File: src/rtl/core/cec_pkg.sv
package cec_pkg;

    localparam int K_STEPS   = 21;
    localparam int S_STEPS   = 16;

    localparam logic signed [23:0] SAT_HI = 24'sd32767;
    localparam logic signed [23:0] SAT_LO = -24'sd32768;

    typedef struct packed {
        logic signed [15:0] x1;
        logic signed [15:0] y1;
        logic signed [15:0] vx1;
        logic signed [15:0] vy1;
        logic signed [15:0] x2;
        logic signed [15:0] y2;
        logic signed [15:0] vx2;
        logic signed [15:0] vy2;
    } base_t;

    typedef struct packed {
        base_t        base;
        logic         hit;
        logic         dxn;
        logic         dyn;
        logic [12:0]  mx;
        logic [12:0]  my;
        logic [12:0]  rs;
        logic [25:0]  d2;
        logic [25:0]  kx_rem;
        logic [25:0]  ky_rem;
        logic [20:0]  kx_sh;
        logic [20:0]  ky_sh;
        logic [20:0]  kx_q;
        logic [20:0]  ky_q;
        logic [22:0]  sq_rem;
        logic [20:0]  sq_res;
        logic [41:0]  sq_sh;
    } iter_t;

    typedef struct packed {
        base_t        base;
        logic         hit;
        logic         dxn;
        logic         dyn;
        logic [20:0]  kx_q;
        logic [20:0]  ky_q;
        logic [21:0]  den;
        logic [21:0]  sx_rem;
        logic [21:0]  sy_rem;
        logic [15:0]  sx_sh;
        logic [15:0]  sy_sh;
        logic [15:0]  sx_q;
        logic [15:0]  sy_q;
    } sep_t;

    // One restoring division step; the upper bit of the result is the quotient bit.
    function automatic logic [26:0] div_step(input logic [25:0] rem, input logic nb,
                                             input logic [25:0] dvs);
        logic [26:0] r;
        logic [26:0] t;
        r = {rem, nb};
        t = r - {1'b0, dvs};
        if (r >= {1'b0, dvs})
            return {1'b1, t[25:0]};
        else
            return {1'b0, r[25:0]};
    endfunction

    function automatic logic [15:0] sat(input logic signed [23:0] v);
        if (v > SAT_HI)
            return 16'h7fff;
        else if (v < SAT_LO)
            return 16'h8000;
        else
            return v[15:0];
    endfunction

endpackage

File: src/rtl/core/cec_iter_step.sv
module cec_iter_step (
    input  logic           clk,
    input  logic           rst_n,
    input  logic           en,
    input  logic           in_valid,
    input  cec_pkg::iter_t in_data,
    output logic           out_valid,
    output cec_pkg::iter_t out_data
);

    cec_pkg::iter_t data_reg, data_next;
    logic           valid_reg;
    logic [26:0]    kx_r, ky_r;
    logic [24:0]    sq_r, sq_t, sq_d;
    logic           sq_ge;

    assign kx_r  = cec_pkg::div_step(in_data.kx_rem, in_data.kx_sh[20], in_data.d2);
    assign ky_r  = cec_pkg::div_step(in_data.ky_rem, in_data.ky_sh[20], in_data.d2);
    assign sq_r  = {in_data.sq_rem, in_data.sq_sh[41:40]};
    assign sq_t  = {2'b00, in_data.sq_res, 2'b01};
    assign sq_ge = sq_r >= sq_t;
    assign sq_d  = sq_r - sq_t;

    always_comb
    begin
        data_next        = in_data;
        data_next.kx_rem = kx_r[25:0];
        data_next.ky_rem = ky_r[25:0];
        data_next.kx_q   = {in_data.kx_q[19:0], kx_r[26]};
        data_next.ky_q   = {in_data.ky_q[19:0], ky_r[26]};
        data_next.kx_sh  = {in_data.kx_sh[19:0], 1'b0};
        data_next.ky_sh  = {in_data.ky_sh[19:0], 1'b0};
        data_next.sq_rem = sq_ge ? sq_d[22:0] : sq_r[22:0];
        data_next.sq_res = {in_data.sq_res[19:0], sq_ge};
        data_next.sq_sh  = {in_data.sq_sh[39:0], 2'b00};
    end

    always_ff @(posedge clk or negedge rst_n)
    begin
        if (!rst_n)
            valid_reg <= 1'b0;
        else if (en)
            valid_reg <= in_valid;
    end

    always_ff @(posedge clk)
    begin
        if (en)
            data_reg <= data_next;
    end

    assign out_valid = valid_reg;
    assign out_data  = data_reg;

endmodule

File: config.mk
export PLATFORM = sky130hd
export DESIGN_NAME = cec_iter_step
export DESIGN_NICKNAME = d
export VERILOG_FILES = /design/src/rtl/core/cec_pkg.sv /design/src/rtl/core/cec_iter_step.sv
export SDC_FILE = /design/constraint.sdc
export NUM_CORES = 1
export LEC_CHECK = 0
export ABC_AREA = 1
export BUFFER_PORTS_ARGS = -buffer_cell sky130_fd_sc_hd__buf_2
export CORE_AREA = 2 2 325 327
export DETAILED_ROUTE_END_ITERATION = 12
export DIE_AREA = 0 0 327 329
export PLACE_DENSITY = 0.36
export SLEW_MARGIN = 30
export SYNTH_ARGS = -nofsm -noshare
export SYNTH_HDL_FRONTEND = slang
export SYNTH_SLANG_ARGS = --single-unit
File: constraint.sdc
create_clock -name clk -period 1 [get_ports clk]
set_clock_uncertainty 0.1 [all_clocks]
set_input_delay 0 -clock clk [delete_from_list [all_inputs] [get_ports clk]]
set_output_delay 0 -clock clk [all_outputs]
set_load 0.005 [all_outputs]
==> results.cfg <==
[run_status]
status = finished with violations
violations = hold timing, setup timing

[floorplanning]
fp.dieH_um = 329
die_w_um = 327
coreArea_um2 = 104000
ios = 841
dieArea_um2 = 108000
initial_core_util_pct = 18.6
num_rows = 119

[power]
powerDensity_nw_per_um2 = 1370
ir_drop_v = 0.00121
finalPower_mw = 55.7
p_leak_nw = 18.6

[global_route]
first_global_vias = 21220
antenna_found_initial = 20
grt.total_usage_pct = 18.8
gr-total-overflow = 0
grt_max_degree = 44
grt_pass1_wl_um = 147000

[placed_design]
dp.cells = 4340
gp_congestion = 0.887
hpwl_um = 82000
io_buffers = 834

[yosys]
synth.distinct_cells = 41
avgSynthCellArea_um2 = 10.6
synthTopCellsByArea = edfxtp_1 (64%), nand2_1 (12%), inv_1 (6.2%), ha_1 (4.8%), nand4_1 (2.1%)
synth_seq_cells = 415
yosysTopAreaCell = edfxtp_1
synth_edf_count = 414
synthCells = 1838
yosys.area.top_type_share_pct = 63.9
postSynth.asyncResetShare_pct = 0.241
synth_area_um2 = 19500
yosysSeqAreaShare_pct = 64.0
ys_warn_count = 0
synth_flop_cell = edfxtp_1

[timing]
drv_slew = 0
setup_viol = 494
final.setup.worst_slack_ns = -0.484
rsz0062_at_grt = true
setup_tns_ns = -130.37
timing.fmax_ghz = 0.674
period_minus_slack_ns = 1.48
finalHoldViolations = 20
period_share_pct = 148
holdWs_ns = -0.519

[cts]
cts_buffers = 53
cts.htree.levels = 2
clkLatencyLatePin_ns = 0.62
cts.sinks = 415
clk_path_buf_depth = 3
clk_pin_slew_worst_paths_ns = 0.06
cts_tree = done
cts-root-buf = clkbuf_16

[hold_path]
hold_depth = 1
holdPathEnd = out_data[48]
hp-start = in_data[47]
hold_class = in -> reg

[worst_setup_path]
path_cells = buf_8 > clkinvlp_4 > buf_12 > ha_4 > nand2_4 > inv_1 > nand2_1 > nand2_2 > nand2_2 > nand2_2 > a21oi_4 > nand3_4 > buf_12 > nand2_1 > o21ai_1
slowest_delay_ns = 0.26
critPathTopFamily = buffers and inverters
crit_slowest_cell = ha_4
crit_fanout = 24
timing.rr.start = out_valid
reg2reg_depth = 1
cpMostUsedCell = nand2_2
required_ns = 1.27
endpoint_kind = flop
crit-reg2reg-capture = out_valid
path_buf_inv = 5
arrival_ns = 1.75
r2r_setup_slack_ns = 0.16
path_class = in -> reg
crit_path_start_kind = primary input

[routing]
vias_per_cell = 3.98
ant_nets = 0
firstDrtPassIters = 5
wirelength_um = 107000
drt_iter0_drc = 1139
wl_per_cell_um = 20.4
via_count = 20780
drcViolationCount = 0

[finish]
fillers = 10360
area_growth_pct = 108
final_cells = 5227
nets = 4281
drive_gt1_share_pct = 46.5
final_core_utilization_pct = 38.9
multi_input_area_um2 = 7860
seq_area_um2 = 12500

[flow_run]
maxCapViolCount = 0
[metrics by stage]
stage | instance area (um2) | setup WS (ns)
after floorplan | 20200 | -0.649
after global placement | 28400 | -1.20
after detailed placement | 28400 | -1.20
after CTS | 39200 | -0.541
after global routing | 40600 | -0.535
final | 40600 | -0.484
[state kept, by name, indices dropped and copies added, names as in the netlist]
name,flops
out_data,414
out_valid,1
[synthesized netlist by cell type (2+ instances only)]
cell type	n
nor2_4	2
nor2_2	8
clkbuf_1	5
edfxtp_1	414
nand2_1	597
a21oi_1	34
nor3_2	3
buf_4	4
nand2_2	3
nand3b_1	12
buf_6	10
or2_1	3
and2_1	3
clkinv_1	3
a21oi_2	2
nand3_2	17
nor3_1	4
xnor2_1	2
nand4_4	2
inv_1	323
o21ai_0	4
nand4_1	64
o21bai_1	3
nor4_1	3
nand3_1	66
buf_2	7
o21ai_1	26
ha_1	75
nor2_1	91
xor2_1	36
fa_1	2
[worst max path at each step]
stage / from / end / cells after the start
finish: in_data[236] / out_data[178] / 15
global route: out_data[36] / out_data[36] / 1
CTS: out_data[36] / out_data[36] / 1
detailed placement: in_data[177] / out_data[195] / 11
global placement: in_data[148] / out_data[188] / 13
floorplan: in_data[239] / out_data[208] / 13
[layer usage]
metal	up-vias	wire length [um]	track usage [%]
li1	9985	-	-
met1	10061	43100	22.5
met2	604	53700	33.4
met3	124	6340	4.28
met4	6	3390	5.79
met5	-	36	0
[final cells by class]
class / count / area share [%]
Inverter: 326 / 3.23
Timing Repair Buffer: 1912 / 38.1
Tap cell: 1391 / 4.29
Clock inverter: 40 / 0.882
Sequential cell: 415 / 30.7
Clock buffer: 59 / 3.33
Antenna cell: 10 / 0.0617
Multi-Input combinational cell: 1074 / 19.4
[power breakdown]
part / leakage [nW] / total [mW] / switching, mW / internal [mW]
logic: 13.7 / 15.0 / 7.22 / 7.78
clock network: 0.832 / 19.0 / 8.33 / 10.6
registers: 4.06 / 21.7 / 0.640 / 21.1
total: 18.6 / 55.7 / 16.2 / 39.5
[kinds of logic (layout without fill, tap and decap cells)]
kind of cell / after synthesis / in the layout / share of synthesized area (%)
DFF: 415 / 415 / 64.0
xor gates and xnor gates: 38 / 38 / 1.71
muxes: 1 / 1 / 0.0579
buffers and inverters: 352 / 2337 / 7.30
AOI/OAI and AO/OA: 71 / 71 / 1.97
other: 1 / 14 / 0.0193
and+or+nand+nor: 883 / 883 / 19.9
adders and majority gates: 77 / 77 / 5.03
[timing repair]
item | 4_1_cts | 5_1_grt
buffers inserted | 64 | 32
gates cloned | 12 | 1
endpoints found under the setup margin | 493 | 494
resized for setup | 468 | 278
hold buffers | 657 | 24
endpoints found under the hold margin | 827 | 38
pin swaps | 118 | 151
[cells in the final DEF (no fill, tap or decap), drive strengths merged, types with 4 or more instances in the layout]
master       count
nand3           84
clkbuf          60
xor2            36
nand2          600
conb             4
inv            328
clkinv          28
nor3             7
nand3b          14
a21oi           37
ha              75
nor2           101
edfxtp         414
or2              4
buf           1230
o21ai           30
clkinvlp         7
diode           10
dlygate4sd3    681
nand4           66
(Power assumes the default switching activity.)
