==> src/rtl/core/cec_pkg.sv <==
package cec_pkg;

    localparam int K_STEPS   = 21;
    localparam int S_STEPS   = 16;

    localparam logic signed [23:0] SAT_HI = 24'sd32767;
    localparam logic signed [23:0] SAT_LO = -24'sd32768;

    typedef struct packed {
        logic signed [15:0] x1;
        logic signed [15:0] y1;
        logic signed [15:0] vx1;
        logic signed [15:0] vy1;
        logic signed [15:0] x2;
        logic signed [15:0] y2;
        logic signed [15:0] vx2;
        logic signed [15:0] vy2;
    } base_t;

    typedef struct packed {
        base_t        base;
        logic         hit;
        logic         dxn;
        logic         dyn;
        logic [12:0]  mx;
        logic [12:0]  my;
        logic [12:0]  rs;
        logic [25:0]  d2;
        logic [25:0]  kx_rem;
        logic [25:0]  ky_rem;
        logic [20:0]  kx_sh;
        logic [20:0]  ky_sh;
        logic [20:0]  kx_q;
        logic [20:0]  ky_q;
        logic [22:0]  sq_rem;
        logic [20:0]  sq_res;
        logic [41:0]  sq_sh;
    } iter_t;

    typedef struct packed {
        base_t        base;
        logic         hit;
        logic         dxn;
        logic         dyn;
        logic [20:0]  kx_q;
        logic [20:0]  ky_q;
        logic [21:0]  den;
        logic [21:0]  sx_rem;
        logic [21:0]  sy_rem;
        logic [15:0]  sx_sh;
        logic [15:0]  sy_sh;
        logic [15:0]  sx_q;
        logic [15:0]  sy_q;
    } sep_t;

    // One restoring division step; the upper bit of the result is the quotient bit.
    function automatic logic [26:0] div_step(input logic [25:0] rem, input logic nb,
                                             input logic [25:0] dvs);
        logic [26:0] r;
        logic [26:0] t;
        r = {rem, nb};
        t = r - {1'b0, dvs};
        if (r >= {1'b0, dvs})
            return {1'b1, t[25:0]};
        else
            return {1'b0, r[25:0]};
    endfunction

    function automatic logic [15:0] sat(input logic signed [23:0] v);
        if (v > SAT_HI)
            return 16'h7fff;
        else if (v < SAT_LO)
            return 16'h8000;
        else
            return v[15:0];
    endfunction

endpackage

==> src/rtl/core/cec_sep_prep.sv <==
module cec_sep_prep (
    input  logic           clk,
    input  logic           rst_n,
    input  logic           en,
    input  logic           in_valid,
    input  cec_pkg::iter_t in_data,
    output logic           out_valid,
    output cec_pkg::sep_t  out_data
);

    cec_pkg::sep_t data_reg, data_next;
    logic          valid_reg;
    logic [20:0]   m, diff;
    logic [33:0]   psx, psy;
    logic [34:0]   nsx, nsy;

    assign m    = {in_data.rs, 8'd0};
    assign diff = (m > in_data.sq_res) ? (m - in_data.sq_res) : 21'd0;
    assign psx  = in_data.mx * diff;
    assign psy  = in_data.my * diff;
    assign nsx  = {1'b0, psx} + {14'd0, in_data.sq_res};
    assign nsy  = {1'b0, psy} + {14'd0, in_data.sq_res};

    always_comb
    begin
        data_next.base   = in_data.base;
        data_next.hit    = in_data.hit;
        data_next.dxn    = in_data.dxn;
        data_next.dyn    = in_data.dyn;
        data_next.kx_q   = in_data.kx_q;
        data_next.ky_q   = in_data.ky_q;
        data_next.den    = {in_data.sq_res, 1'b0};
        data_next.sx_rem = {3'd0, nsx[34:16]};
        data_next.sy_rem = {3'd0, nsy[34:16]};
        data_next.sx_sh  = nsx[15:0];
        data_next.sy_sh  = nsy[15:0];
        data_next.sx_q   = '0;
        data_next.sy_q   = '0;
    end

    always_ff @(posedge clk or negedge rst_n)
    begin
        if (!rst_n)
            valid_reg <= 1'b0;
        else if (en)
            valid_reg <= in_valid;
    end

    always_ff @(posedge clk)
    begin
        if (en)
            data_reg <= data_next;
    end

    assign out_valid = valid_reg;
    assign out_data  = data_reg;

    // The scaled distance of a contact is at least one unit.
    a_len_min: assert property (@(posedge clk) disable iff (!rst_n)
        in_valid && in_data.hit |-> in_data.sq_res >= 21'd256)
        else $error("distance root too small in contact");

endmodule

==> config.mk <==
export PLATFORM = sky130hd
export DESIGN_NAME = cec_sep_prep
export DESIGN_NICKNAME = d
export VERILOG_FILES = /design/src/rtl/core/cec_pkg.sv /design/src/rtl/core/cec_sep_prep.sv
export SDC_FILE = /design/constraint.sdc
export NUM_CORES = 2
export LEC_CHECK = 0
export CAP_MARGIN = 20
export CORE_AREA = 8 8 276 278
export CTS_BUF_LIST = sky130_fd_sc_hd__clkbuf_4 sky130_fd_sc_hd__clkbuf_8
export DETAILED_ROUTE_END_ITERATION = 10
export DIE_AREA = 0 0 284 286
export DONT_BUFFER_PORTS = 1
export PLACE_DENSITY_LB_ADDON = 0.2
export RECOVER_POWER = 25
export SLEW_MARGIN = 5
export SYNTH_ARGS = -nofsm -noshare
export SYNTH_HDL_FRONTEND = slang
export SYNTH_SLANG_ARGS = --single-unit
==> constraint.sdc <==
create_clock -name clk -period 1.05 [get_ports clk]
set_clock_uncertainty 0.2 [all_clocks]
set_input_delay 0.2625 -clock clk [delete_from_list [all_inputs] [get_ports clk]]
set_output_delay 0.2625 -clock clk [all_outputs]
set_load 0.005 [all_outputs]
==> results.md <==
- Status: finished with violations
- Failing checks: hold timing, setup timing
- Worst slack at placement: -8.02 ns
- Total grt overflow: 0
- Clk pwr share: 0.068
- Internal: 80.8 mW
- IO Port Bufs: 0
- Worst R2R Start: out_valid
- Async SR Flop Fraction: 0.00377
- Simple-gate share of the synthesized area: 0.131
- Io pins: 726
- Power per cell area: just under 4000 nW/µm²
- Hold Path End: out_data[287]
- Drt pass-1 iters: 7
- Hold buffer count at cts: 197
- Fin crit share: 7.53
- Sequential area share after synthesis: 0.279
- Main combinational cell family by area after synthesis: adder cells
- H-tree levels: 2
- Logic gate share of total power: 0.806
- Post-Layout Cell Count: roughly 4300
- TritonCTS Buffers: 48
- Post-Synthesis Cells: ~2700
- Max_cap viols: 0
- Sequential share of power: 0.126
- Adder-cell share of the synthesized area: 0.414
- Most numerous cell in the Yosys netlist: inv_1
- Area of the die: ~81000 µm²
- Routed length per instance: 27.4 µm
- Placed cells: just under 4000
- Initial antenna violation count: 33
- Final nets: 4404
- Worst R2R Path Depth: 1
- Layout area overhead: 34.7%
- Slew of the pin with the lowest slew margin: 0.879 ns
- Worst hold slack: -0.454 ns
- Met1 WL: roughly 43000 µm
- Non-Filler Cell Area, Final: 38500 µm²
- Clock Latency Late Sink: 0.62 ns
- DR iter-0 viols: approximately 1400
- Critical Path AT: around 8 ns
- Die width: 284 µm
- Clock Sinks: 265
- Largest net degree at the start of global routing: 266
- Critical path's largest stage delay: ~0.57 ns
- Hold Path Depth: 0
- Worst-path clk slew: around 0.06 ns
- All-Layer GR Usage: 0.283
- Initial Utilization: 0.396
- FF-to-FF setup slack: about 0.05 ns
- First-pass GRT wire length: between 150000 and 200000 µm
- DP HPWL: 97700 µm
- Detailed Route WL: 118000 µm
- Dominant cells by area after synthesis: fa_1 (32%), edfxtp_1 (28%), ha_1 (9.6%), inv_1 (6.8%), nand2_1 (4.4%)
- RD Place Congestion: around 0.9
- Peak VDD IR: 5.05 mV
- Setup TNS: -547.52 ns
- Setup WS post-layout: -6.86 ns
- R2r endpoint: out_valid
- Critical Path RT: 1.26 ns
- Rows: 99
- Core Area: 72100 µm²
- Critical path peak fanout: 10
- Final ANT Viol Nets: 0
- Final Critical Period: 7.91 ns
- Fin. max-slew vios: 0
- Synth unique cells: 71
- Worst slew margin: 0.414
- Clk buf depth: 3
- Mux contribution to synthesized area: 0.000745
- RSZ-0062 raised after global routing: yes
- Net Sw Frac: 0.458
- Vert. Die Dim: approximately 290 µm
- Post-synthesis xor/xnor area fraction: 0.0239
- Final-report setup violation count: 335
- Drt drc: 0
- HP Class: in -> reg
- WS Path Type: in -> reg
- Number of synthesized register bits: 265
- Synth Area in Compound Gates: 0.0522
- Number of global-route vias before repair: 24000
- Psw: 68.4 mW
- Layout cells sized above 1: 0.267
- Placement Cell Area: 33200 µm²
- Met3 wire len: 8920 µm
- Slowest CP cell: fa_2
- DR top layer: met5
- Max Fclk: 126 MHz
- Top post-synthesis cells by count: inv_1 (519), fa_1 (454), nand2_1 (333)
- WL met2: 60000 µm
- Clock tree root driver cell: clkbuf_8
- Post-synthesis average cell area: around 11 µm²
- Post-synth top flop: edfxtp_1
- Top cell type's share of synthesized area: 0.318
- Total number of vias: 22300
- Post-synth EDFFs: 264
- DR vias/cell: roughly 5.2
- Post-synthesis cell area: 28500 µm²
- Most used cell, CP: buf_6
- Worst Hold Launch: en
- CTS tree: yes
- Leakage: 18.0 nW
- Yosys warns: 0
- Final-report hold violation count: 189
- Startpoint Class: primary input
- CP Capture Type: register
- Cell accounting for the most synthesized area: fa_1
## sequential cells by signal, indices dropped and copies added, names as in the netlist
signal     flops
out_valid      1
out_data     264
## power by group through the flow
stage          combinational, mW  clock, mW  sequential [mW]
3_5_place_dp                95.4          0             18.8
5_1_grt                      129       10.9             18.8
6_report                     120       10.2             18.8
3_3_place_gp                94.8          0             18.8
2_1_floorplan               56.8          0             17.7
4_1_cts                      111       10.5             18.8
## how the worst max path moves through the flow
stage           startpoint      endpoint  slack (ns)
4_1_cts        in_data[50]  out_data[73]       -6.77
5_1_grt        in_data[50]  out_data[81]       -6.98
2_1_floorplan  in_data[50]  out_data[76]       -6.91
3_5_place_dp   in_data[50]  out_data[73]       -8.02
3_3_place_gp   in_data[50]  out_data[73]       -8.00
6_report       in_data[50]  out_data[81]       -6.86
## critical path: cells and delay by family
kind,cells,cell delay [ns]
AO/OA/AOI/OAI,9,1.84
XOR/XNOR,1,0.18
adder cells (fa/ha/maj),8,3.36
buffers and inverters,11,1.47
AND/OR/NAND/NOR,5,0.97
## cells in the final DEF (no fill, tap or decap), drive strengths merged, types with 50 or more instances in the layout
cell type    instances
inv                521
and3               182
buf                496
xnor2               50
fa                 454
clkbuf              64
ha                 218
and2                61
edfxtp             264
o21ai               51
dlygate4sd3        197
nor2                73
a21oi               73
nand2              334
## layer usage
layer | up-vias | track usage
met1 | 11400 | 0.326
met2 | 908 | 0.504
met3 | 229 | 0.0727
met4 | 2 | 0.111
li1 | 9767 | -
met5 | - | 0
## area by class of cell
cell class | count | area [µm²]
timing repair buffer | 695 | 6440
clock buffer | 63 | 773
sequential | 265 | 7950
inverter | 519 | 1960
multi-input combinational | 1781 | 19900
antenna | 11 | 27.5
fill | 6457 | 33600
tap | 959 | 1200
clock inverter | 23 | 200
## logic make-up after synthesis
| family | after synthesis |
|---|---|
| mux | 2 |
| buf+inv | 678 |
| simple gates | 758 |
| xor+xnor | 78 |
| fa+ha+maj | 672 |
| flops | 265 |
| other cells | 1 |
| compound gates | 232 |
## per-stage QoR
stage / total power [mW] / util
after detailed placement: 114 / 0.461
after global placement: 114 / 0.461
final: 149 / 0.533
after global routing: 159 / 0.533
after floorplan: 74.4 / -
after CTS: 140 / 0.521
## timing repair
action | CTS | global route
gates cloned | 4 | 1
setup endpoints to repair | 335 | 335
gates resized for setup | 204 | 152
endpoints found under the hold margin | 468 | 282
pin swaps | 100 | 86
setup buffers | 46 | 27
(Power assumes the default switching activity.)
