`src/rtl/core/cec_pkg.sv`:
```
package cec_pkg;

    localparam int K_STEPS   = 21;
    localparam int S_STEPS   = 16;

    localparam logic signed [23:0] SAT_HI = 24'sd32767;
    localparam logic signed [23:0] SAT_LO = -24'sd32768;

    typedef struct packed {
        logic signed [15:0] x1;
        logic signed [15:0] y1;
        logic signed [15:0] vx1;
        logic signed [15:0] vy1;
        logic signed [15:0] x2;
        logic signed [15:0] y2;
        logic signed [15:0] vx2;
        logic signed [15:0] vy2;
    } base_t;

    typedef struct packed {
        base_t        base;
        logic         hit;
        logic         dxn;
        logic         dyn;
        logic [12:0]  mx;
        logic [12:0]  my;
        logic [12:0]  rs;
        logic [25:0]  d2;
        logic [25:0]  kx_rem;
        logic [25:0]  ky_rem;
        logic [20:0]  kx_sh;
        logic [20:0]  ky_sh;
        logic [20:0]  kx_q;
        logic [20:0]  ky_q;
        logic [22:0]  sq_rem;
        logic [20:0]  sq_res;
        logic [41:0]  sq_sh;
    } iter_t;

    typedef struct packed {
        base_t        base;
        logic         hit;
        logic         dxn;
        logic         dyn;
        logic [20:0]  kx_q;
        logic [20:0]  ky_q;
        logic [21:0]  den;
        logic [21:0]  sx_rem;
        logic [21:0]  sy_rem;
        logic [15:0]  sx_sh;
        logic [15:0]  sy_sh;
        logic [15:0]  sx_q;
        logic [15:0]  sy_q;
    } sep_t;

    // One restoring division step; the upper bit of the result is the quotient bit.
    function automatic logic [26:0] div_step(input logic [25:0] rem, input logic nb,
                                             input logic [25:0] dvs);
        logic [26:0] r;
        logic [26:0] t;
        r = {rem, nb};
        t = r - {1'b0, dvs};
        if (r >= {1'b0, dvs})
            return {1'b1, t[25:0]};
        else
            return {1'b0, r[25:0]};
    endfunction

    function automatic logic [15:0] sat(input logic signed [23:0] v);
        if (v > SAT_HI)
            return 16'h7fff;
        else if (v < SAT_LO)
            return 16'h8000;
        else
            return v[15:0];
    endfunction

endpackage

```
`src/rtl/core/cec_sep_step.sv`:
```
module cec_sep_step (
    input  logic          clk,
    input  logic          rst_n,
    input  logic          en,
    input  logic          in_valid,
    input  cec_pkg::sep_t in_data,
    output logic          out_valid,
    output cec_pkg::sep_t out_data
);

    cec_pkg::sep_t data_reg, data_next;
    logic          valid_reg;
    logic [26:0]   sx_r, sy_r;

    assign sx_r = cec_pkg::div_step({4'd0, in_data.sx_rem}, in_data.sx_sh[15],
                                    {4'd0, in_data.den});
    assign sy_r = cec_pkg::div_step({4'd0, in_data.sy_rem}, in_data.sy_sh[15],
                                    {4'd0, in_data.den});

    always_comb
    begin
        data_next        = in_data;
        data_next.sx_rem = sx_r[21:0];
        data_next.sy_rem = sy_r[21:0];
        data_next.sx_q   = {in_data.sx_q[14:0], sx_r[26]};
        data_next.sy_q   = {in_data.sy_q[14:0], sy_r[26]};
        data_next.sx_sh  = {in_data.sx_sh[14:0], 1'b0};
        data_next.sy_sh  = {in_data.sy_sh[14:0], 1'b0};
    end

    always_ff @(posedge clk or negedge rst_n)
    begin
        if (!rst_n)
            valid_reg <= 1'b0;
        else if (en)
            valid_reg <= in_valid;
    end

    always_ff @(posedge clk)
    begin
        if (en)
            data_reg <= data_next;
    end

    assign out_valid = valid_reg;
    assign out_data  = data_reg;

endmodule

```
`config.mk`:
```
export PLATFORM = sky130hd
export DESIGN_NAME = cec_sep_step
export DESIGN_NICKNAME = d
export VERILOG_FILES = /design/src/rtl/core/cec_pkg.sv /design/src/rtl/core/cec_sep_step.sv
export SDC_FILE = /design/constraint.sdc
export NUM_CORES = 1
export LEC_CHECK = 0
export BUFFER_PORTS_ARGS = -buffer_cell sky130_fd_sc_hd__buf_2
export CORE_AREA = 2 2 240 242
export DETAILED_ROUTE_END_ITERATION = 6
export DIE_AREA = 0 0 242 244
export SLEW_MARGIN = 20
export SYNTH_ARGS = -nofsm -noshare
export SYNTH_HDL_FRONTEND = slang
export SYNTH_SLANG_ARGS = --single-unit
```
`constraint.sdc`:
```
create_clock -name clk -period 1.1 [get_ports clk]
set_clock_uncertainty 0.1 [all_clocks]
set_input_delay 0 -clock clk [delete_from_list [all_inputs] [get_ports clk]]
set_output_delay 0 -clock clk [all_outputs]
set_load 0.03 [all_outputs]
```
==> results.tsv, run 1 <==
metric	value	unit
Final period util	1.754	
largest family of logic cells by synthesized area	compound AO/OA/AOI/OAI gates	
asr flop ratio synth	0.003311	
Synth area leader	edfxtp_1	
Vias	11328	
Worst-path clk slew	50	ps
Crit path largest cell delay	390	ps
mux share of post-synthesis cell area	0.02413	
worst skew pair latency	550	ps
Crit path required time	1300	ps
GP Congestion	0.9328	
post-DP HPWL	42.44	mm
Final Instance Area	25120	um2
most numerous cell in the Yosys netlist	edfxtp_1	
die height	244	um
vias in the first global route	11742	
Synth Area in Adders	0.04931	
largest net degree at the start of global routing	32	
post-synth top area share	0.7546	
routed wire length	59.53	mm
global-route wire length before repair	81.57	mm
area delta synth->final	109.7	%
dpl cell area	17800	um2
area fraction in compound gates after synthesis	0.07793	
Buffers on Ports	606	
io pins	611	
post-route setup slack	-829.4	ps
Final Critical Period	1929	ps
violated checks	negative hold slack, negative setup slack	
average size of a mapped cell	16.50	um2
DIE WIDTH	242	um
total gr overflow	0	
critical path cell sequence	buf_8, clkinvlp_4, ha_4, buf_4, o211ai_1, a2111oi_2, buf_4, nor4_4, buf_4, o31ai_4, xnor2_1, mux2_4	
worst hold slack	-340.5	ps
PD cells	1479	nW/um2
largest cells by area after synthesis	edfxtp_1 75%, ha_1 4.6%, mux2_2 2.2%	
routed length per placed instance	22.16	um
die area	59050	um2
Vias/cell	4.216	
Num Clock Sinks	302	
CP Class	in2reg	
Root Driver	clkbuf_16	
CP max FO	3	
DRT iter0 DRCs	585	
Crit-path slowest cell	a2111oi_2	
# nets final	2249	
drc violations	0	
relative slew slack	0.4658	
synth warn	0	
status	finished with violations	
antenna-violating nets left	0	
Max-cap violations	0	
RSZ-0062 raised after global routing	true	
Synth Cell Area	11980	um2
CP arrival	2130	ps
Placeable Area	56170	um2
Synth Area in XOR/XNOR	0.02706	
CP Capture Type	register	
Setup-failing EPs final	349	
CTS tree	built	
main flop type after synthesis	edfxtp_1	
fraction of layout cells with a size suffix above 1	0.5405	
Worst VDD drop	1123	uV
Hold WC Path Type	in2reg	
Commonest cells post-synth	301 x edfxtp_1, 45 x nand2_1, 44 x ha_1	
FP Rows	87	
Worst-Margin Slew	792.9	ps
Syn Inst Count	726	
fmax	518.3	MHz
Slew Viols, Final	0	
CTS Buffer Depth	3	
FF+latch count, synth	302	
final hold vios	3	
GRT Overall Usage	0.1901	
Initial DRT Pass Iterations	5	
Starting Density	0.2132	
number of synthesized flops with an enable pin	301	
most used cell along the critical path	buf_4	
post-layout util	0.4473	
Synth Area in Simple Gates	0.04575	
CTS Buf Count	37	
initial antenna violation count	12	
synth unique cells	58	
H-Tree Depth	2	
P_leak	0.01068	uW
register area share after synthesis	0.7567	
Critical Path Start Type	input pin	
[kinds of logic after synthesis]
group,Yosys count
buffers and inverters,54
flip-flops,302
AO/OA/AOI/OAI,143
other,1
XOR/XNOR,37
AND/OR/NAND/NOR,117
adder cells (fa/ha/maj),46
multiplexers,26
[metrics by stage]
step | hold slack (ps) | cells | worst slack (ps) | power, uW | TNS, ps
after floorplan | -395.6 | 727 | -1131 | 18340 | -48030
after global placement | -302.6 | 2267 | -1506 | 21840 | -64410
after detailed placement | -304.5 | 2267 | -1524 | 21850 | -65150
after CTS | -469.2 | 2660 | -783.1 | 37020 | -75010
after global routing | -369.4 | 2683 | -855.2 | 38440 | -82120
final | -340.5 | 2687 | -829.4 | 37160 | -65010
[layout make-up]
| class | instances | area [um2] |
|---|---|---|
| Sequential cell | 302 | 9064 |
| Clock buffer | 45 | 955.9 |
| Inverter | 36 | 193.9 |
| Fill cell | 4893 | 31050 |
| Clock inverter | 22 | 237.7 |
| Timing Repair Buffer | 1148 | 10200 |
| Multi-Input combinational cell | 371 | 3508 |
| Antenna cell | 7 | 17.52 |
| Tap cell | 756 | 945.9 |
[path summary, 6_finish.rpt]
| check | startpoint | to | slack (ps) | cells past startpoint |
|---|---|---|---|---|
| max in group asynchronous | rst_n | out_valid | 560 | 3 |
| setup / recovery | in_data[110] | out_data[83] | -830 | 12 |
| setup reg to reg | out_valid | out_valid | -50 | 3 |
| hold / removal | in_data[109] | out_data[109] | -340 | 2 |
| hold reg to reg | out_valid | out_valid | 680 | 3 |
| min in group asynchronous | rst_n | out_valid | 220 | 3 |
[sequential cells by signal (all words and copies together), names as in the netlist]
signal     flops
out_valid      1
out_data     301
[power by group]
part           internal (uW)  switching [uW]  total [uW]  leakage (uW)
logic                   5090            5260       10400       0.00714
registers              13900             602       14500       0.00296
clock network           7200            5070       12300      0.000584
total                  26200           10900       37200        0.0107
[cell usage in the layout (no fill, tap or decap), types with 18 or more instances in the layout]
cell type / n
xnor2_1: 20
ha_4: 21
nand2_1: 27
buf_4: 212
mux2_4: 19
buf_2: 282
ha_1: 22
edfxtp_1: 301
dlygate4sd3_1: 305
o21ai_2: 18
nor2_1: 23
a21oi_1: 31
clkbuf_16: 39
buf_6: 322
inv_1: 18
[repair_timing]
action | CTS | global route
pin swaps | 44 | 45
hold buffers | 299 | 6
resized for setup | 709 | 86
setup endpoints to repair | 348 | 348
hold endpoints to repair | 594 | 8
setup buffers | 25 | 13
gates cloned | 2 | 2
[critical path: cells and delay by family]
| kind | cells | cell delay [ps] |
|---|---|---|
| and+or+nand+nor | 1 | 50 |
| adders and majority gates | 1 | 290 |
| AOI/OAI and AO/OA | 3 | 780 |
| buffers and inverters | 5 | 650 |
| muxes | 1 | 250 |
| xor gates and xnor gates | 1 | 90 |
[routing by layer]
layer / track usage / vias to the layer above / wire length, um
li1: - / 5145 / -
met1: 0.2033 / 5526 / 21510
met2: 0.3349 / 515 / 30020
met3: 0.05432 / 130 / 4051
met4: 0.1117 / 12 / 3869
met5: 0 / - / 82
No activity file was read; power rests on OpenSTA's default activity.
==> run 2, diff against run 1 <==
Settings changed: BUFFER_PORTS_ARGS -buffer_cell sky130_fd_sc_hd__buf_2 to default, DONT_BUFFER_PORTS from default to 1.
==> results.tsv, run 2 <==
metric	value	unit	change
status	stopped before the end		was finished with violations
Stop stage	clock tree synthesis		
error msg	[ERROR RSZ-0060] Max buffer count reached.		
die height	244	um	unchanged
FF+latch count, synth	302		unchanged
Starting Density	0.2132		unchanged
average size of a mapped cell	16.50	um2	unchanged
main flop type after synthesis	edfxtp_1		unchanged
Num Clock Sinks	302		unchanged
worst slack, placed	-1578	ps	was -1524 ps
largest cells by area after synthesis	edfxtp_1 75%, ha_1 4.6%, mux2_2 2.2%		unchanged
number of synthesized flops with an enable pin	301		unchanged
io pins	611		unchanged
register area share after synthesis	0.7567		unchanged
GP Congestion	0.8444		was 0.9328
FP Rows	87		unchanged
most numerous cell in the Yosys netlist	edfxtp_1		unchanged
Syn Inst Count	726		unchanged
DIE WIDTH	242	um	unchanged
Synth area leader	edfxtp_1		unchanged
CTS resizes	82		was 709
post-DP HPWL	38.63	mm	was 42.44 mm
dpl cell area	14390	um2	was 17800 um2
synth warn	0		unchanged
CTS Buffer Depth	3		unchanged
synth unique cells	58		unchanged
CTS Buf Count	38		was 37
asr flop ratio synth	0.003311		unchanged
Synth Cell Area	11980	um2	unchanged
Post-CTS Hold Fix Bufs	340		was 299
Post-CTS Setup Inserts	3		was 25
Commonest cells post-synth	301 x edfxtp_1, 45 x nand2_1, 44 x ha_1		unchanged
Buffers on Ports	0		was 606
post-synth top area share	0.7546		unchanged
Root Driver	clkbuf_16		unchanged
H-Tree Depth	2		unchanged
[run 2: cell counts after synthesis]
Identical to the previous run, type by type.
[run 2: stage by stage]
step                      instances    util  setup TNS [ps]
after floorplan                 727       -          -48030
after detailed placement       1625  0.2561          -61810
after global placement         1625  0.2561          -61090
[run 2: logic make-up after synthesis]
| kind of cell | Yosys count | synth area share |
|---|---|---|
| xor gates and xnor gates | 37 | 0.02706 |
| AOI/OAI and AO/OA | 143 | 0.07793 |
| buffers and inverters | 54 | 0.01880 |
| other | 1 | 0.0003131 |
| muxes | 26 | 0.02413 |
| DFF | 302 | 0.7567 |
| adders and majority gates | 46 | 0.04931 |
| and+or+nand+nor | 117 | 0.04575 |
==> run 3, diff against run 2 <==
Settings changed: CORE_AREA 2 2 240 242 to 2 2 236 238, DIE_AREA 0 0 242 244 to 0 0 238 240, PLACE_DENSITY_LB_ADDON from default to 0.15.
==> results.tsv, run 3 <==
metric	value	unit	change
most numerous cell in the Yosys netlist	edfxtp_1		unchanged
die height	240	um	was 244 um
synth warn	0		unchanged
FF+latch count, synth	302		unchanged
Stop stage	clock tree synthesis		unchanged
Post-CTS Hold Fix Bufs	336		was 340
CTS Buf Count	38		unchanged
H-Tree Depth	2		unchanged
main flop type after synthesis	edfxtp_1		unchanged
asr flop ratio synth	0.003311		unchanged
Buffers on Ports	0		unchanged
status	stopped before the end		unchanged
Syn Inst Count	726		unchanged
Commonest cells post-synth	301 x edfxtp_1, 45 x nand2_1, 44 x ha_1		unchanged
Post-Place Cells	1584		was 1625
Synth Cell Area	11980	um2	unchanged
post-synth top area share	0.7546		unchanged
number of synthesized flops with an enable pin	301		unchanged
post-DP HPWL	35.62	mm	was 38.63 mm
synth unique cells	58		unchanged
CTS resizes	85		was 82
DIE WIDTH	238	um	was 242 um
Starting Density	0.2191		was 0.2132
average size of a mapped cell	16.50	um2	unchanged
register area share after synthesis	0.7567		unchanged
Post-CTS Setup Inserts	22		was 3
FP Rows	86		was 87
Root Driver	clkbuf_16		unchanged
GP Congestion	0.8095		was 0.8444
CTS Buffer Depth	3		unchanged
largest cells by area after synthesis	edfxtp_1 75%, ha_1 4.6%, mux2_2 2.2%		unchanged
Synth area leader	edfxtp_1		unchanged
error msg	[ERROR RSZ-0060] Max buffer count reached.		unchanged
io pins	611		unchanged
Num Clock Sinks	302		unchanged
[run 3: cell counts after synthesis]
Identical to the previous run, type by type.
[run 3: kinds of logic after synthesis]
group / Yosys count / synth area share
xor gates and xnor gates: 37 / 0.02706
muxes: 26 / 0.02413
and+or+nand+nor: 117 / 0.04575
AOI/OAI and AO/OA: 143 / 0.07793
DFF: 302 / 0.7567
other: 1 / 0.0003131
buffers and inverters: 54 / 0.01880
adders and majority gates: 46 / 0.04931
[run 3: per-stage QoR]
step,worst slack [ps],setup TNS [ps],area (um2)
after floorplan,-1131,-48030,12360
after global placement,-1628,-62230,14440
after detailed placement,-1624,-62350,14440
