[config.mk]
export PLATFORM = sky130hd
export DESIGN_NAME = cec_finish
export DESIGN_NICKNAME = d
export VERILOG_FILES = /design/src/rtl/core/cec_pkg.sv /design/src/rtl/core/cec_finish.sv
export SDC_FILE = /design/constraint.sdc
export NUM_CORES = 1
export LEC_CHECK = 0
export BUFFER_PORTS_ARGS = -buffer_cell sky130_fd_sc_hd__buf_2
export CORE_MARGIN = 1.5
export CORE_UTILIZATION = 50
export CTS_CLUSTER_SIZE = 14
export DETAILED_ROUTE_END_ITERATION = 10
export PLACE_DENSITY = 0.86
export SLEW_MARGIN = 20
export SYNTH_ARGS = -nofsm -noshare
export SYNTH_HDL_FRONTEND = slang
export SYNTH_SLANG_ARGS = --single-unit
[constraint.sdc]
create_clock -name clk -period 2 [get_ports clk]
set_input_delay 0.4 -clock clk [delete_from_list [all_inputs] [get_ports clk]]
set_output_delay 0.4 -clock clk [all_outputs]
set_load 0.02 [all_outputs]
[src/rtl/core/cec_pkg.sv]
package cec_pkg;

    localparam int K_STEPS   = 21;
    localparam int S_STEPS   = 16;

    localparam logic signed [23:0] SAT_HI = 24'sd32767;
    localparam logic signed [23:0] SAT_LO = -24'sd32768;

    typedef struct packed {
        logic signed [15:0] x1;
        logic signed [15:0] y1;
        logic signed [15:0] vx1;
        logic signed [15:0] vy1;
        logic signed [15:0] x2;
        logic signed [15:0] y2;
        logic signed [15:0] vx2;
        logic signed [15:0] vy2;
    } base_t;

    typedef struct packed {
        base_t        base;
        logic         hit;
        logic         dxn;
        logic         dyn;
        logic [12:0]  mx;
        logic [12:0]  my;
        logic [12:0]  rs;
        logic [25:0]  d2;
        logic [25:0]  kx_rem;
        logic [25:0]  ky_rem;
        logic [20:0]  kx_sh;
        logic [20:0]  ky_sh;
        logic [20:0]  kx_q;
        logic [20:0]  ky_q;
        logic [22:0]  sq_rem;
        logic [20:0]  sq_res;
        logic [41:0]  sq_sh;
    } iter_t;

    typedef struct packed {
        base_t        base;
        logic         hit;
        logic         dxn;
        logic         dyn;
        logic [20:0]  kx_q;
        logic [20:0]  ky_q;
        logic [21:0]  den;
        logic [21:0]  sx_rem;
        logic [21:0]  sy_rem;
        logic [15:0]  sx_sh;
        logic [15:0]  sy_sh;
        logic [15:0]  sx_q;
        logic [15:0]  sy_q;
    } sep_t;

    // One restoring division step; the upper bit of the result is the quotient bit.
    function automatic logic [26:0] div_step(input logic [25:0] rem, input logic nb,
                                             input logic [25:0] dvs);
        logic [26:0] r;
        logic [26:0] t;
        r = {rem, nb};
        t = r - {1'b0, dvs};
        if (r >= {1'b0, dvs})
            return {1'b1, t[25:0]};
        else
            return {1'b0, r[25:0]};
    endfunction

    function automatic logic [15:0] sat(input logic signed [23:0] v);
        if (v > SAT_HI)
            return 16'h7fff;
        else if (v < SAT_LO)
            return 16'h8000;
        else
            return v[15:0];
    endfunction

endpackage

[src/rtl/core/cec_finish.sv]
module cec_finish (
    input  logic          clk,
    input  logic          rst_n,
    input  logic          en,
    input  logic          in_valid,
    input  cec_pkg::sep_t in_data,
    output logic          out_valid,
    output logic          collided,
    output logic [15:0]   o_x1,
    output logic [15:0]   o_y1,
    output logic [15:0]   o_vx1,
    output logic [15:0]   o_vy1,
    output logic [15:0]   o_x2,
    output logic [15:0]   o_y2,
    output logic [15:0]   o_vx2,
    output logic [15:0]   o_vy2
);

    logic               valid_reg;
    logic               hit_reg;
    logic [15:0]        x1_reg, y1_reg, vx1_reg, vy1_reg;
    logic [15:0]        x2_reg, y2_reg, vx2_reg, vy2_reg;
    logic [15:0]        x1_next, y1_next, vx1_next, vy1_next;
    logic [15:0]        x2_next, y2_next, vx2_next, vy2_next;
    logic signed [23:0] kx, ky, sx, sy;
    logic signed [23:0] bx1, by1, bvx1, bvy1, bx2, by2, bvx2, bvy2;
    cec_pkg::base_t     b;

    assign b    = in_data.base;
    assign kx   = in_data.dxn ? -$signed({3'd0, in_data.kx_q}) : $signed({3'd0, in_data.kx_q});
    assign ky   = in_data.dyn ? -$signed({3'd0, in_data.ky_q}) : $signed({3'd0, in_data.ky_q});
    assign sx   = in_data.dxn ? -$signed({8'd0, in_data.sx_q}) : $signed({8'd0, in_data.sx_q});
    assign sy   = in_data.dyn ? -$signed({8'd0, in_data.sy_q}) : $signed({8'd0, in_data.sy_q});
    assign bx1  = $signed({{8{b.x1[15]}}, b.x1});
    assign by1  = $signed({{8{b.y1[15]}}, b.y1});
    assign bvx1 = $signed({{8{b.vx1[15]}}, b.vx1});
    assign bvy1 = $signed({{8{b.vy1[15]}}, b.vy1});
    assign bx2  = $signed({{8{b.x2[15]}}, b.x2});
    assign by2  = $signed({{8{b.y2[15]}}, b.y2});
    assign bvx2 = $signed({{8{b.vx2[15]}}, b.vx2});
    assign bvy2 = $signed({{8{b.vy2[15]}}, b.vy2});

    always_comb
    begin
        if (in_data.hit)
        begin
            x1_next  = cec_pkg::sat(bx1 - sx);
            y1_next  = cec_pkg::sat(by1 - sy);
            vx1_next = cec_pkg::sat(bvx1 - kx);
            vy1_next = cec_pkg::sat(bvy1 - ky);
            x2_next  = cec_pkg::sat(bx2 + sx);
            y2_next  = cec_pkg::sat(by2 + sy);
            vx2_next = cec_pkg::sat(bvx2 + kx);
            vy2_next = cec_pkg::sat(bvy2 + ky);
        end
        else
        begin
            x1_next  = b.x1;
            y1_next  = b.y1;
            vx1_next = b.vx1;
            vy1_next = b.vy1;
            x2_next  = b.x2;
            y2_next  = b.y2;
            vx2_next = b.vx2;
            vy2_next = b.vy2;
        end
    end

    always_ff @(posedge clk or negedge rst_n)
    begin
        if (!rst_n)
            valid_reg <= 1'b0;
        else if (en)
            valid_reg <= in_valid;
    end

    always_ff @(posedge clk)
    begin
        if (en)
        begin
            hit_reg <= in_data.hit;
            x1_reg  <= x1_next;
            y1_reg  <= y1_next;
            vx1_reg <= vx1_next;
            vy1_reg <= vy1_next;
            x2_reg  <= x2_next;
            y2_reg  <= y2_next;
            vx2_reg <= vx2_next;
            vy2_reg <= vy2_next;
        end
    end

    assign out_valid = valid_reg;
    assign collided  = hit_reg;
    assign o_x1      = x1_reg;
    assign o_y1      = y1_reg;
    assign o_vx1     = vx1_reg;
    assign o_vy1     = vy1_reg;
    assign o_x2      = x2_reg;
    assign o_y2      = y2_reg;
    assign o_vx2     = vx2_reg;
    assign o_vy2     = vy2_reg;

endmodule

==> impl_metrics.ini, run 1 <==
[outcome]
status = stopped before the end
stop_stage = global routing (5_1_grt)
error_line = [ERROR GRT-0116] Global routing finished with congestion. Check the congestion regions in the DRC Viewer.

[global_routing]
overflow = 86
global_route_wire_length_before_repair_um = 207300
vias_in_the_first_global_route = 32966
globalRouteTotalUtil = 0.7168
grt_start_max_net_pins = 42

[floorplanning]
starting_density_of_the_core = 0.5058
dieHeight_um = 195.0
pin_count = 437
floorplan.rows = 70
chipWidth_um = 195.0

[synth]
netlist_instances = 2341
flops_latches_synth = 130
syn-mean-instance-area_um2 = 7.873
ys.warnings.count = 0
synth_top_family_by_area = compound AO/OA/AOI/OAI gates
netlist_area_um2 = 18430
synth_enable_flop_cells = 129
ys_seq_area_frac = 0.2115
synth_simple_gate_area_share = 0.1950
synth-adder-area-share = 0.1404
share_of_the_synthesized_area_in_compound_gates_ao_oa_aoi_oai = 0.2942
synth_fp_nets = 2850
async_reset_ff_frac = 0.007692
post_synth_mux_area_share = 0.003462
primary_ff_master_synth = edfxtp_1
synth-xor-area-share = 0.1025
synth.distinct_cells = 97

[placed_design]
placement.cell_area_um2 = 26980
gp_routability_congestion = 1.013
detailed_place_hpwl_um = 59160
numPortBuffers = 338

[clocking]
cts.sink_count = 130
clock-root-buffer = clkbuf_16
clockBufferDepth = 2
htree_num_levels = 4
tritoncts.num_buffers = 17
[layer usage]
layer,GRT overflow,track usage
met4,44,0.6919
met5,0,0.2542
met1,2,0.7045
met3,0,0.6035
met2,40,0.8780
[repair_timing]
item                       in CTS
buffers inserted              119
hold endpoints to repair        1
pin swaps                     216
setup endpoints to repair     128
gates cloned                    9
gates resized for setup       379
hold buffers                    1
[synth_stat cells (26+ instances only)]
library cell | count | area share
a211oi_1 | 29 | 0.012
a21o_1 | 66 | 0.027
nor3_1 | 38 | 0.010
clkbuf_1 | 59 | 0.012
a21oi_1 | 222 | 0.060
nand2_1 | 187 | 0.038
nand4_1 | 28 | 0.0095
o21a_1 | 45 | 0.018
edfxtp_1 | 129 | 0.21
o22ai_1 | 26 | 0.0088
ha_1 | 194 | 0.13
xor2_1 | 65 | 0.031
inv_1 | 159 | 0.032
nand2b_1 | 44 | 0.015
xnor2_1 | 147 | 0.070
o21ai_0 | 144 | 0.039
nor2_1 | 233 | 0.047
nand3_1 | 45 | 0.012
and3_1 | 28 | 0.0095
[stage by stage]
step	TNS, ns	cells	setup slack (ns)	hold slack, ns	util
2_1_floorplan	-327.05	2341	-3.175	0.1044	-
3_3_place_gp	-376.45	3811	-3.429	0.1748	0.7406
3_5_place_dp	-404.40	3811	-3.719	0.1763	0.7406
4_1_cts	-316.70	3955	-3.096	0.1666	0.8356
[logic make-up after synthesis]
logic type      count (synthesis)
fa+ha+maj                     202
buf+inv                       238
simple gates                  746
flops                         130
compound gates                805
mux                             6
xor+xnor                      214
==> run 2, diff against run 1 <==
- CORE_UTILIZATION: 50 -> 35
- CTS_CLUSTER_SIZE: 14 -> default
- PLACE_DENSITY: 0.86 -> default
- PLACE_DENSITY_LB_ADDON: default -> 0.15
==> run 2 against run 1 <==
The flow now finishes, with violations (negative setup slack). Synthesized cell count unchanged. Synthesized area stayed put.
==> impl_metrics.ini, run 2 <==
[drt]
dr.first_iter.drc_count = 1174
drt_pre_antenna_iters = 6
drt_wirelength_um = 74460
dr_total_vias = 22428
drtAntennaViolNets = 0
number_of_vias_per_cell = 5.320
avgRoutedWirePerCell_um = 17.66
drc_errors = 0

[placed_design]
placement.cell_area_um2 = 27810
numPortBuffers = 338
gp_routability_congestion = 0.9498
detailed_place_hpwl_um = 58680

[global_routing]
globalRouteTotalUtil = 0.2647
global_route_wire_length_before_repair_um = 113800
vias_in_the_first_global_route = 22231
grt_start_max_net_pins = 93
grt_antenna_before_repair = 8
overflow = 0

[synth]
netlist_area_um2 = 18430
synth_top_family_by_area = compound AO/OA/AOI/OAI gates
ys_seq_area_frac = 0.2115
yosysMostFrequentCell = nor2_1
async_reset_ff_frac = 0.007692
synth.largest_area_cell = edfxtp_1
netlist_instances = 2341
synth_enable_flop_cells = 129
synthTopCellsByCount = nor2_1, a21oi_1, ha_1
synth-xor-area-share = 0.1025
post_synth_mux_area_share = 0.003462
syn-mean-instance-area_um2 = 7.873
synth_simple_gate_area_share = 0.1950
synth_fp_nets = 2850
area_contributors_post_synth = edfxtp_1, ha_1, xnor2_1
ys.warnings.count = 0
flops_latches_synth = 130
primary_ff_master_synth = edfxtp_1
synth_top_area_frac = 0.2102
share_of_the_synthesized_area_in_compound_gates_ao_oa_aoi_oai = 0.2942
synth.distinct_cells = 97
synth-adder-area-share = 0.1404

[min_path]
min-delay-path-class = input port to flop
whs_endpoint = out_valid
timing.hold.worst.start = in_valid
worst_hold_path.num_cells = 2

[clocking]
cts.sink_count = 130
tritoncts.num_buffers = 17
worst_skew_pair_latency_ns = 0.49
clock-root-buffer = clkbuf_16
tritoncts = built
clockBufferDepth = 2
path_clk_slew_ns = 0.06
htree_num_levels = 4

[pwr]
p_leak_uw = 0.01437
report.power.total_uw = 20210
vdd_ir_drop_max_uv = 584.8
p_per_area_nw_per_um2 = 644.6

[final_layout]
final_cell_mix = buf_4, buf_2, nor2_1
drive_above_1_share = 0.4965
fin_util = 0.6061
commonest_non_fill_non_tap_cell_in_the_layout = buf_4
fin_area_um2 = 31350
layout.nets = 4023
areaGrowthSynthToFinish_pct = 70.07

[sta]
final.setup_skew_ns = 0
grt_setup_unrepaired = true
worstMarginPinSlew_ns = 0.5493
timing_max_transition_violations_final = 0
timing.final.hold_violations = 0
period_needed_ns = 5.030
fin_tns_setup_ns = -317.82
setup_slack_ns = -3.030
final.hold.worst_slack_ns = 0.1334
timing.slew.headroom = 0.6311
min_period_over_period = 2.515
clock.fmax_mhz = 198.8
setup-violations-final = 128

[setup_path]
crit_path_cell_trace = buf_6, or4_4, or3_4, or4_4, or4_4, o41a_1, xor2_2, inv_2, ha_4, a21oi_2, o21ai_2, o21bai_4, a21oi_2, o31ai_2, a21oi_1, xor2_1, or4b_4, o31ai_4, buf_6, o22ai_2
critical_path_buf_inv_count = 3
crit_family = simple AND/OR/NAND/NOR gates
crit_type = input port to flop
slowest_stage = or4_4
crit_top_cell = or4_4
critical_path.max_fanout = 8
critPathCaptureType = flop
number_of_cells_on_the_worst_reg_to_reg_path = 1
r2r_end = out_valid
setup.worst_path.start_class = input port
worstPathArrival_ns = 5.27
crit_path_max_incr_delay_ns = 0.55
r2r_slack_ns = 1.27
required_ns = 2.24
crit-reg2reg-launch = out_valid

[floorplanning]
floorplan.rows = 83
floorplan.die_area_um2 = 54040
chipWidth_um = 232.5
dieHeight_um = 232.5
design.core.area_um2 = 51720
pin_count = 437
starting_density_of_the_core = 0.3564

[job]
max-cap-violations = 0

[outcome]
violations_in_the_final_reports = negative setup slack
status = finished, violations left
[run 2: cell counts after synthesis]
Identical to the previous run, type by type.
[run 2: logic make-up after synthesis]
family | after synthesis
flops | 130
fa+ha+maj | 202
mux | 6
buf+inv | 238
compound gates | 805
simple gates | 746
xor+xnor | 214
[run 2: area by class of cell]
type	instances	area (µm²)
Sequential cell	130	3899
Timing Repair Buffer	1232	8969
Multi-Input combinational cell	1974	16410
Antenna cell	9	22.52
Inverter	159	614.3
Clock buffer	18	429.2
Clock inverter	14	155.1
Fill cell	4602	20370
Tap cell	680	850.8
[run 2: worst max-delay path by stage]
stage               slack [ns]         to  depth (start not counted)    startpoint
floorplan                -3.17  o_vy1[10]                         19  in_data[135]
global placement         -3.52   o_vy1[2]                         20  in_data[135]
detailed placement       -3.64   o_vy1[2]                         20  in_data[135]
CTS                      -3.05   o_vy1[2]                         21  in_data[135]
global route             -3.24   o_vy1[9]                         20  in_data[135]
finish                   -3.03   o_vy1[2]                         20  in_data[135]
[run 2: what timing repair did]
| action | in CTS | in global routing |
|---|---|---|
| gates cloned | 5 | 6 |
| resized for setup | 159 | 298 |
| setup endpoints to repair | 128 | 128 |
| pin swaps | 63 | 181 |
| buffers inserted | 41 | 47 |
| hold endpoints to repair | 1 | 0 |
| hold buffers | 1 | 0 |
[run 2: metal layers]
layer	vias to the layer above	track usage	wire length [µm]
li1	11057	-	-
met1	10720	0.3327	32620
met2	530	0.4569	36400
met3	119	0.03358	2929
met4	2	0.1044	2505
met5	-	0	7
[run 2: through the flow]
step / setup WS, ns / std cells
detailed placement: -3.644 / 4098
global route: -3.241 / 4214
global placement: -3.525 / 4098
floorplan: -3.175 / 2341
CTS: -3.052 / 4168
finish: -3.030 / 4216
[run 2: report_power, final]
group / total (µW) / internal, µW / switching (µW)
Combinational: 13200 / 6460 / 6740
Clock: 3350 / 1840 / 1500
Sequential: 3660 / 3530 / 132
No activity file was read; power rests on OpenSTA's default activity.
